**config.mk**
```make
export PLATFORM = sky130hd
export DESIGN_NAME = miller_rabin_witness_test_unit
export DESIGN_NICKNAME = d
export VERILOG_FILES = /design/src/sv/mrwt_pkg.sv /design/src/sv/mrwt_mulmod.sv /design/src/sv/miller_rabin_witness_test_unit.sv
export SDC_FILE = /design/constraint.sdc
export NUM_CORES = 2
export LEC_CHECK = 0
export ABC_AREA = 1
export BUFFER_PORTS_ARGS = -buffer_cell sky130_fd_sc_hd__buf_2
export CORE_MARGIN = 2
export CORE_UTILIZATION = 45
export CTS_CLUSTER_DIAMETER = 200
export DETAILED_ROUTE_END_ITERATION = 10
export SETUP_SLACK_MARGIN = 0.3
export SLEW_MARGIN = 10
export SYNTH_ARGS = -nofsm -noshare
export SYNTH_HDL_FRONTEND = slang
export SYNTH_SLANG_ARGS = --single-unit
```
**constraint.sdc**
```tcl
create_clock -name clk_i -period 5.5 [get_ports clk_i]
set_input_delay 0 -clock clk_i [delete_from_list [all_inputs] [get_ports clk_i]]
set_output_delay 0 -clock clk_i [all_outputs]
set_load 0.03 [all_outputs]
```
**src/sv/mrwt_pkg.sv**
```systemverilog
// Package for the Miller-Rabin witness test unit: widths and word types.
// No dependencies.
`timescale 1ns / 1ps
package mrwt_pkg;
  localparam int unsigned Width = 63;
  localparam int unsigned CntW = $clog2(Width + 1);

  typedef struct packed {
    logic [Width-1:0] modulus;
    logic [Width-1:0] base;
  } in_word_t;

  typedef struct packed {
    logic probable_prime;
    logic bad_modulus;
  } out_word_t;

  typedef struct packed {
    logic             start;
    logic [Width-1:0] x;
    logic [Width-1:0] y;
    logic [Width-1:0] n;
  } mul_req_t;
endpackage

```
**src/sv/mrwt_mulmod.sv**
```systemverilog
// Bit-serial modular multiplier: one bit of y per cycle, double-and-add mod n.
// Depends on mrwt_pkg.
`timescale 1ns / 1ps
module mrwt_mulmod import mrwt_pkg::*; (
  input  logic             clk_i,
  input  logic             rst_ni,
  input  mul_req_t         req_i,
  output logic             done_o,
  output logic [Width-1:0] prod_o
);
  logic [Width-1:0] acc_q, acc_d, y_q, x_q, n_q;
  logic [CntW-1:0]  cnt_q;
  logic             busy_q;
  logic [Width:0]   dbl, dred, sum, sred;

  always_comb begin
    dbl  = {acc_q, 1'b0};
    dred = (dbl >= {1'b0, n_q}) ? dbl - {1'b0, n_q} : dbl;
    sum  = dred + {1'b0, x_q};
    sred = (sum >= {1'b0, n_q}) ? sum - {1'b0, n_q} : sum;
    acc_d = y_q[Width-1] ? sred[Width-1:0] : dred[Width-1:0];
  end

  always_ff @(posedge clk_i or negedge rst_ni) begin
    if (!rst_ni) begin
      busy_q <= 1'b0;
      cnt_q  <= '0;
      done_o <= 1'b0;
    end else begin
      done_o <= 1'b0;
      if (req_i.start) begin
        busy_q <= 1'b1;
        cnt_q  <= CntW'(Width);
      end else if (busy_q) begin
        cnt_q <= cnt_q - 1'b1;
        if (cnt_q == CntW'(1)) begin
          busy_q <= 1'b0;
          done_o <= 1'b1;
        end
      end
    end
  end

  always_ff @(posedge clk_i) begin
    if (req_i.start) begin
      acc_q <= '0;
      x_q   <= req_i.x;
      y_q   <= req_i.y;
      n_q   <= req_i.n;
    end else if (busy_q) begin
      acc_q <= acc_d;
      y_q   <= {y_q[Width-2:0], 1'b0};
    end
  end

  assign prod_o = acc_q;
endmodule

```
**src/sv/miller_rabin_witness_test_unit.sv**
```systemverilog
// Top level of the Miller-Rabin witness test unit: sequencer and result register.
// Depends on mrwt_pkg and mrwt_mulmod.
`timescale 1ns / 1ps
// One verdict per word (modulus n, base a). The unit reduces a mod n by bit-serial
// restoring division, strips the trailing zeros of n-1 one per cycle, then runs
// square-and-multiply over d and up to s-1 further squarings, all on one bit-serial
// modular multiplier. An item needs at most bitlen(d) + popcount(d) + max(s-1, 0)
// products, at most 125 at Width 63; a modulus below 3 goes from acceptance straight
// to the done state, which loads the output register when the output is free. One item
// is in flight at a time: the input stalls from acceptance until the verdict is loaded,
// and also while a loaded verdict is held by a stalled output.
module miller_rabin_witness_test_unit import mrwt_pkg::*; (
  input  logic      clk_i,
  input  logic      rst_ni,
  input  logic      in_valid_i,
  output logic      in_stall_o,
  input  in_word_t  in_data_i,
  output logic      out_valid_o,
  input  logic      out_stall_i,
  output out_word_t out_data_o
);
  typedef enum logic [7:0] {
    S_IDLE = 8'b00000001,
    S_RED  = 8'b00000010,
    S_SPL  = 8'b00000100,
    S_MUL  = 8'b00001000,
    S_SQR  = 8'b00010000,
    S_CHK  = 8'b00100000,
    S_LOOP = 8'b01000000,
    S_DONE = 8'b10000000
  } state_e;

  state_e           state_q;
  logic [Width-1:0] n_q, a_q, d_q, res_q, sq_q, nm1;
  logic [Width-1:0] rem_q, rem_d;
  logic [CntW-1:0]  s_q, bit_q;
  logic             wait_q, verdict_q;
  mul_req_t         req;
  logic             mdone;
  logic [Width-1:0] prod;
  logic [Width:0]   trial, tdiff;

  mrwt_mulmod u_mul (.clk_i, .rst_ni, .req_i(req), .done_o(mdone), .prod_o(prod));

  assign nm1   = n_q - 1'b1;
  assign trial = {rem_q, a_q[Width-1]};
  assign tdiff = trial - {1'b0, n_q};
  assign rem_d = (trial >= {1'b0, n_q}) ? tdiff[Width-1:0] : trial[Width-1:0];
  assign in_stall_o = (state_q != S_IDLE) || (out_valid_o && out_stall_i);

  always_comb begin
    req = '0;
    req.n = n_q;
    if (!wait_q) begin
      if (state_q == S_MUL && d_q[0]) begin
        req.start = 1'b1; req.x = res_q; req.y = sq_q;
      end else if (state_q == S_SQR || state_q == S_LOOP) begin
        req.start = 1'b1;
        req.x = (state_q == S_SQR) ? sq_q : res_q;
        req.y = req.x;
      end
    end
  end

  always_ff @(posedge clk_i or negedge rst_ni) begin
    if (!rst_ni) begin
      state_q     <= S_IDLE;
      wait_q      <= 1'b0;
      out_valid_o <= 1'b0;
      out_data_o  <= '0;
      n_q         <= '0;
      a_q         <= '0;
      d_q         <= '0;
      res_q       <= '0;
      sq_q        <= '0;
      rem_q       <= '0;
      s_q         <= '0;
      bit_q       <= '0;
      verdict_q   <= 1'b0;
    end else begin
      if (state_q == S_DONE && (!out_valid_o || !out_stall_i)) out_valid_o <= 1'b1;
      else if (out_valid_o && !out_stall_i) out_valid_o <= 1'b0;
      if (req.start) wait_q <= 1'b1;
      else if (mdone) wait_q <= 1'b0;
      case (state_q)
        S_IDLE: begin
          if (in_valid_i && !in_stall_o) begin
            n_q <= in_data_i.modulus; a_q <= in_data_i.base;
            rem_q <= '0; bit_q <= CntW'(Width); s_q <= '0;
            state_q <= (in_data_i.modulus < Width'(3)) ? S_DONE : S_RED;
            verdict_q <= 1'b0;
          end
        end
        S_RED: begin
          rem_q <= rem_d;
          a_q   <= {a_q[Width-2:0], 1'b0};
          bit_q <= bit_q - 1'b1;
          if (bit_q == CntW'(1)) begin
            d_q <= nm1; state_q <= S_SPL;
          end
        end
        S_SPL: begin
          sq_q <= rem_q; res_q <= Width'(1);
          if (n_q[0] && !d_q[0]) begin
            d_q <= d_q >> 1; s_q <= s_q + 1'b1;
          end else state_q <= S_MUL;
        end
        S_MUL: begin
          if (!d_q[0]) state_q <= S_SQR;
          else if (mdone) begin res_q <= prod; state_q <= S_SQR; end
        end
        S_SQR: begin
          if (mdone) begin
            sq_q <= prod; d_q <= d_q >> 1;
            state_q <= (d_q[Width-1:1] == '0) ? S_CHK : S_MUL;
          end
        end
        S_CHK: begin
          if (res_q == Width'(1) || res_q == nm1) begin
            verdict_q <= 1'b1; state_q <= S_DONE;
          end else if (s_q <= CntW'(1)) state_q <= S_DONE;
          else begin s_q <= s_q - 1'b1; state_q <= S_LOOP; end
        end
        S_LOOP: begin
          if (mdone) begin
            res_q <= prod;
            if (prod == nm1) begin verdict_q <= 1'b1; state_q <= S_DONE; end
            else if (prod == Width'(1) || s_q <= CntW'(1)) state_q <= S_DONE;
            else s_q <= s_q - 1'b1;
          end
        end
        S_DONE: begin
          if (!out_valid_o || !out_stall_i) begin
            out_data_o.probable_prime <= verdict_q && (n_q >= Width'(3));
            out_data_o.bad_modulus    <= n_q < Width'(3);
            state_q <= S_IDLE;
          end
        end
        default: state_q <= S_IDLE;
      endcase
    end
  end

`ifndef SYNTHESIS
  a_bad_no_prime: assert property (@(posedge clk_i) disable iff (!rst_ni)
    out_valid_o |-> !(out_data_o.bad_modulus && out_data_o.probable_prime))
    else $error("bad modulus with prime verdict");
  a_start_idle: assert property (@(posedge clk_i) disable iff (!rst_ni)
    req.start |-> !wait_q) else $error("multiplier restarted while busy");
  a_done_waited: assert property (@(posedge clk_i) disable iff (!rst_ni)
    mdone |-> wait_q) else $error("product without request");
`endif
endmodule

```
## Yosys cells after proc, flatten, opt, wreduce, memory -nomap -nowiden

Index checks and enable logic that the tools add are counted.

| cells by class | value |
|---|---|
| equality and inequality tests | 31 |
| reductions and logical operators | 35 |
| magnitude comparators | 7 |
| add/subtract/negate cells | 9 |
| multiplexer cells | 65 |

Operators with widths:

| cell | count |
|---|---|
| 2-to-1 mux 63 bit | 14 |
| 2-to-1 mux 127 bit | 3 |
| one-hot mux 63 bit (2 select lines) | 3 |
| one-hot mux 63 bit (3 select lines) | 2 |
| >= comparator 64 x 63 -> 1 bit | 3 |
| equality test 63 x 1 -> 1 bit, second input constant | 2 |
| equality test 63 bit | 2 |
| less-than comparator 63 x 2 -> 1 bit, second input constant | 2 |
| subtractor 63 bit | 2 |
| 2-to-1 mux 8 bit | 13 |
| 2-to-1 mux 6 bit | 11 |
| adder 64 x 63 -> 64 bit | 1 |
| 2-to-1 mux 64 bit | 1 |
| one-hot mux 8 bit (8 select lines) | 1 |
| subtractor 64 x 63 -> 64 bit | 1 |
| >= comparator 63 x 2 -> 1 bit, second input constant | 1 |
| subtractor 63 x 1 -> 63 bit, second input constant | 1 |
| logical NOT 62 bit | 1 |
| one-hot mux 6 bit (4 select lines) | 1 |
| inequality test 2 bit, second input constant | 10 |
| subtractor 6 x 1 -> 6 bit, second input constant | 3 |
| AND reduction 8 bit | 2 |
| 2-to-1 mux 1 bit | 14 |
| equality test 6 x 1 -> 1 bit, second input constant | 2 |
| 25 further kinds | 51 |

| word-level totals | value |
|---|---|
| output and inout bits | 4 |
| logic and storage cells | 168 |
| input port bits | 130 |
| flip-flop bits (word level) | 663 |

## Depth between registers and ports, before layout

| depth | value |
|---|---|
| depth in word-level cells | 6 |
| mapped depth | 56 |
| gate-level depth less buffers | 53 |

## By module

From an unflattened synthesis, not the netlist that was laid out.

| second synthesis, totals | value |
|---|---|
| cell total of the unflattened synthesis | 8,331 |
| area total of the unflattened synthesis | 54,081.9 um2 |

Modules (own cells, without submodules):

| module | cells an instance | area each (um2) | sequential area each (um2) | times used |
|---|---|---|---|---|
| miller_rabin_witness_test_unit | 4,340 | 28,601.2 | 10,085.9 | 1 |
| mrwt_mulmod | 3,991 | 25,480.7 | 7,136.8 | 1 |

## Worst setup path before layout

No wires, ideal clock.

| timing | value |
|---|---|
| path kind | register to register |
| start point | reg u_mul.n_q[0] |
| end point | reg u_mul.acc_q[20] (netlist: u_mul.prod_o[20]) |
| stages on the path, launching flop included | 53 |
| required time | 5.330 ns |
| arrival | 5.854 ns |
| clock period less this slack | 6.023 ns |
| setup slack | -0.523 ns |
| library setup time | 0.170 ns |
| path buffers | 6 |
| cells stage by stage | edfxtp_1 inv_1 fa_1 nand2_1 nand3_1 nand3_1 nand2_1 nand2_1 nand2_2 nand2_1 nand2_2 nand2_1 nand3_2 buf_2 buf_2 buf_2 buf_2 o21ai_0 [17 not listed] nand2_1 nor2_1 and3_1 nand2_1 nand3_1 nand2_1 nand2_1 nand2_1 nand2_1 nand2_2 nand2_8 inv_4 buf_8 buf_8 nand2_1 nand3_1 nand2_1 o21ai_0 |

| on the way | value |
|---|---|
| word-level cells in the longest chain between the ends | 6 |
| elaborated cells between the ends (all ways) | 8 |
| those cells by class | add/sub (3); order compare (2); mux (3) |

Ends and longest elaborated chain:

| element | line | RTL |
|---|---|---|
| from (decl) | mrwt_mulmod.sv:11 | `logic [Width-1:0] acc_q, acc_d, y_q, x_q, n_q;` |
| from (signal assigned) | mrwt_mulmod.sv:49 | `n_q <= req_i.n;` |
| subtractor 64 x 63 -> 64 bit or >= comparator 64 x 63 -> 1 bit (tied branches) | mrwt_mulmod.sv:18 | `dred = (dbl >= {1'b0, n_q}) ? dbl - {1'b0, n_q} : dbl;` |
| 2-to-1 mux 64 bit | mrwt_mulmod.sv:18 |  |
| adder 64 x 63 -> 64 bit | mrwt_mulmod.sv:19 | `sum = dred + {1'b0, x_q};` |
| subtractor 63 bit or >= comparator 64 x 63 -> 1 bit (tied branches) | mrwt_mulmod.sv:20 | `sred = (sum >= {1'b0, n_q}) ? sum - {1'b0, n_q} : sum;` |
| 2-to-1 mux 63 bit | mrwt_mulmod.sv:20 |  |
| 2-to-1 mux 63 bit * | mrwt_mulmod.sv:21 | `acc_d = y_q[Width-1] ? sred[Width-1:0] : dred[Width-1:0];` |
| to (signal assigned) | mrwt_mulmod.sv:46 | `acc_q <= '0;` |
| to (signal assigned) | mrwt_mulmod.sv:51 | `acc_q <= acc_d;` |
| to (decl) | mrwt_mulmod.sv:11 |  |

Every way passes the cells marked *; elsewhere a longest branch is shown, timed or not.
A chain may end at the register's enable or synchronous reset.

## Final worst setup path

| timing | value |
|---|---|
| start point | reg u_mul.n_q[12] |
| end point | reg u_mul.acc_q[51] (netlist: u_mul.prod_o[51]) |

Same word-level chain as after synthesis.

==> results.yml <==
sta:
  drv_slew: 0
  worst_pin_slew_ns: 1.210
  hold_viol_final: 0
  hold_ws_ns: 0.1866
  finClkSkew_ns: 0.03997
  finalWorstSetupSlack_ns: -1.412
  fin_crit_ns: 6.912
  fin_crit_sh: 1.257
  slew_headroom: 0.1901
  fmaxAchievable_ghz: 0.1447
  rsz0062_at_grt: "yes"
  setup_viol: 63
global_route:
  grt_first_pass_wirelength_mm: 407.0
  busiest_layer: "met2"
  grt_overflow: 0
  global_route.usage.met2: 0.6897
  use_met3: 0.1187
  grt_usage: 0.4542
  first_global_vias: 63439
  grt_max_degree: 172
  grt.met1_usage: 0.5620
  antenna_found_initial: 17
yosys:
  synth_edf_count: 189
  netlist-cell-type-count: 71
  synth_nets: 8465
  async_flop_share: 0.6199
  yosys_register_bits: 663
  synth_most_common_cell: "nand2_1"
  synthFlopType: "dfrtp_1"
  syn_area_per_cell_um2: 6.651
  synth_top_area_cell: "dfrtp_1"
  ys_top_cells_by_area: "dfrtp_1 (19%), nand2_1 (13%), edfxtp_1 (11%)"
  synth-seq-area-share: 0.3209
  yosys-top-cells-count: "nand2_1 (1920), inv_1 (1099), nor2_1 (919), a21oi_1 (725), o21ai_0 (632)"
  yosys_warnings: 0
  synth_top_area_frac: 0.1912
  synth.cell_area_um2: 53670
  syn_inst: 8070
clock_tree:
  ctsLongestPathBuffers: 3
  clk_pin_slew_ns: 0.06
  cts-htree-levels: 3
  clock_latency_ns: 0.68
  cts.sinks: 663
  cts-root-buf: "clkbuf_16"
  cts_made_buffers: 77
  cts_tree: "yes"
place:
  place_area_um2: 65850
  place.detailed.hpwl_mm: 218.5
  io_buffers: 133
  gp_congestion: 1.176
layout:
  finalInstanceArea_um2: 75320
  nets: 10038
  drive_gt1_frac: 0.2700
  syn_to_final_growth_pct: 40.34
  nFillCells: 10446
worst_setup_path:
  reg2regPathDepth: 47
  worstPathMaxFanout: 4
  cp-end-kind: "register"
  crit_arrival_ns: 7.49
  crit_top_cell: "nand2_1"
  max_stage_delay_ns: 0.42
  critPathLaunchType: "register"
  cp_data_required_time_ns: 6.08
  critPathSlowestCell: "o211ai_1"
  criticalPathCategory: "reg2reg"
drt:
  via_per_inst: 5.833
  ant_nets: 0
  firstDrtPassIters: 9
  num_vias: 65606
  wl_mm: 283.7
  drc: 0
  drtIter0Drc: 8625
  wl_per_cell_um: 25.23
die:
  num_rows: 126
  io_pins: 134
  die_h_um: 349.4
  die-area_um2: 122000
  die_x_um: 349.4
  core_um2: 118200
  start_util: 0.4539
worst_hold_path:
  whs_path_depth: 4
  hp-class: "in2reg"
run_status:
  status: "complete, but fails checks"
  violations: "negative setup slack"
run:
  maxCapViolCount: 0
kinds of logic (layout without fill, tap and decap cells):
| kind of cell | count (synthesis) | count (layout) | synth area share |
|---|---|---|---|
| flops | 663 | 663 | 0.3209 |
| simple gates | 3663 | 3663 | 0.2840 |
| fa+ha+maj | 265 | 265 | 0.06234 |
| other cells | 0 | 8 | 0 |
| compound gates | 1861 | 1861 | 0.1942 |
| buf+inv | 1377 | 3011 | 0.09836 |
| xor+xnor | 240 | 240 | 0.03993 |
| mux | 1 | 1 | 0.0002098 |
critical path: cells and delay by family (launching register included):
family / cells / cell delay (ns)
AND/OR/NAND/NOR: 21 / 2.17
buffers and inverters: 14 / 1.68
AO/OA/AOI/OAI: 7 / 1.30
adder cells (fa/ha/maj): 3 / 0.83
XOR/XNOR: 2 / 0.42
flip-flops: 1 / 0.39
per-stage QoR:
stage / TNS, ns / utilization / setup WS [ns] / cells
finish: -81.18 / 0.6370 / -1.412 / 11248
global route: -96.27 / 0.6369 / -1.655 / 11241
CTS: -63.49 / 0.6271 / -1.105 / 11191
detailed placement: -138.15 / 0.5569 / -2.286 / 10772
global placement: -135.59 / 0.5569 / -2.247 / 10772
floorplan: -0.6644 / - / -0.07761 / 8070
routing by layer:
| metal | wire length [µm] | part of all wire |
|---|---|---|
| met5 | 152 | 0.00054 |
| met4 | 24590 | 0.087 |
| met3 | 31640 | 0.11 |
| met2 | 120400 | 0.42 |
| met1 | 106900 | 0.38 |
path summary, 6_finish.rpt:
kind                       slack, ns                to           from
max                            -1.41  u_mul.prod_o[51]  u_mul.n_q[12]
min in group asynchronous       0.51          rem_q[5]         rst_ni
max in group asynchronous       4.06            s_q[3]         rst_ni
min                             0.19           n_q[12]  in_data_i[75]
max reg2reg                    -1.41  u_mul.prod_o[51]  u_mul.n_q[12]
min reg2reg                     0.52     out_data_o[0]  out_data_o[0]
registers in the layout, indices dropped and copies added, names as in the netlist:
register      count
a_q              63
bit_q             6
d_q              63
n_q              63
out_data_o        2
out_valid_o       1
rem_q            63
res_q            63
s_q               6
sq_q             63
state_q           8
u_mul.busy_q      1
u_mul.cnt_q       6
u_mul.done_o      1
u_mul.n_q        63
u_mul.prod_o     63
u_mul.x_q        63
u_mul.y_q        63
verdict_q         1
wait_q            1
cells in the final DEF (no fill, tap or decap), types with 23 or more instances in the layout:
cell type,count
nand3_1,415
o21ai_1,69
o211ai_1,122
edfxtp_1,189
nand2_2,140
nor2_2,95
o22ai_1,71
nand2_4,25
nand3b_1,23
dfxtp_1,56
ha_1,154
o21ai_2,77
dfrtp_1,408
o21bai_1,46
nand2_1,1771
xor2_1,138
ha_4,105
a31oi_1,29
buf_6,26
nand3_2,36
nand4_1,71
nor2_1,793
clkbuf_16,78
o21ai_0,522
buf_2,132
a21oi_1,595
nor4_1,60
buf_4,1378
dlygate4sd3_1,163
nor3_1,120
inv_1,1004
buf_12,24
a21o_1,48
a211oi_1,38
nor2_4,58
inv_2,112
xnor2_1,68
a21oi_2,111
repair_timing:
| item | in CTS | in global routing |
|---|---|---|
| setup buffers | 99 | 49 |
| endpoints found under the hold margin | 305 | 0 |
| gates resized for setup | 756 | 213 |
| setup endpoints to repair | 63 | 63 |
| hold buffers | 164 | 0 |
| cloned | 16 | 0 |
| pin swaps | 182 | 95 |
final cells by class:
| type | count | area, µm² | share of cell area |
|---|---|---|---|
| sequential | 663 | 17230 | 0.2288 |
| tap | 1536 | 1922 | 0.02552 |
| clock buffer | 103 | 2136 | 0.02836 |
| clock inverter | 37 | 361.6 | 0.004801 |
| multi-input combinational | 6030 | 35410 | 0.4701 |
| timing repair buffer | 1745 | 13960 | 0.1853 |
| timing repair inverter | 2 | 20.02 | 0.0002658 |
| inverter | 1124 | 4260 | 0.05656 |
| antenna | 8 | 20.02 | 0.0002658 |
Power is left out: the tool's default activity adds up to more than one toggle a clock period on the data nets, which glitch-free logic cannot reach.
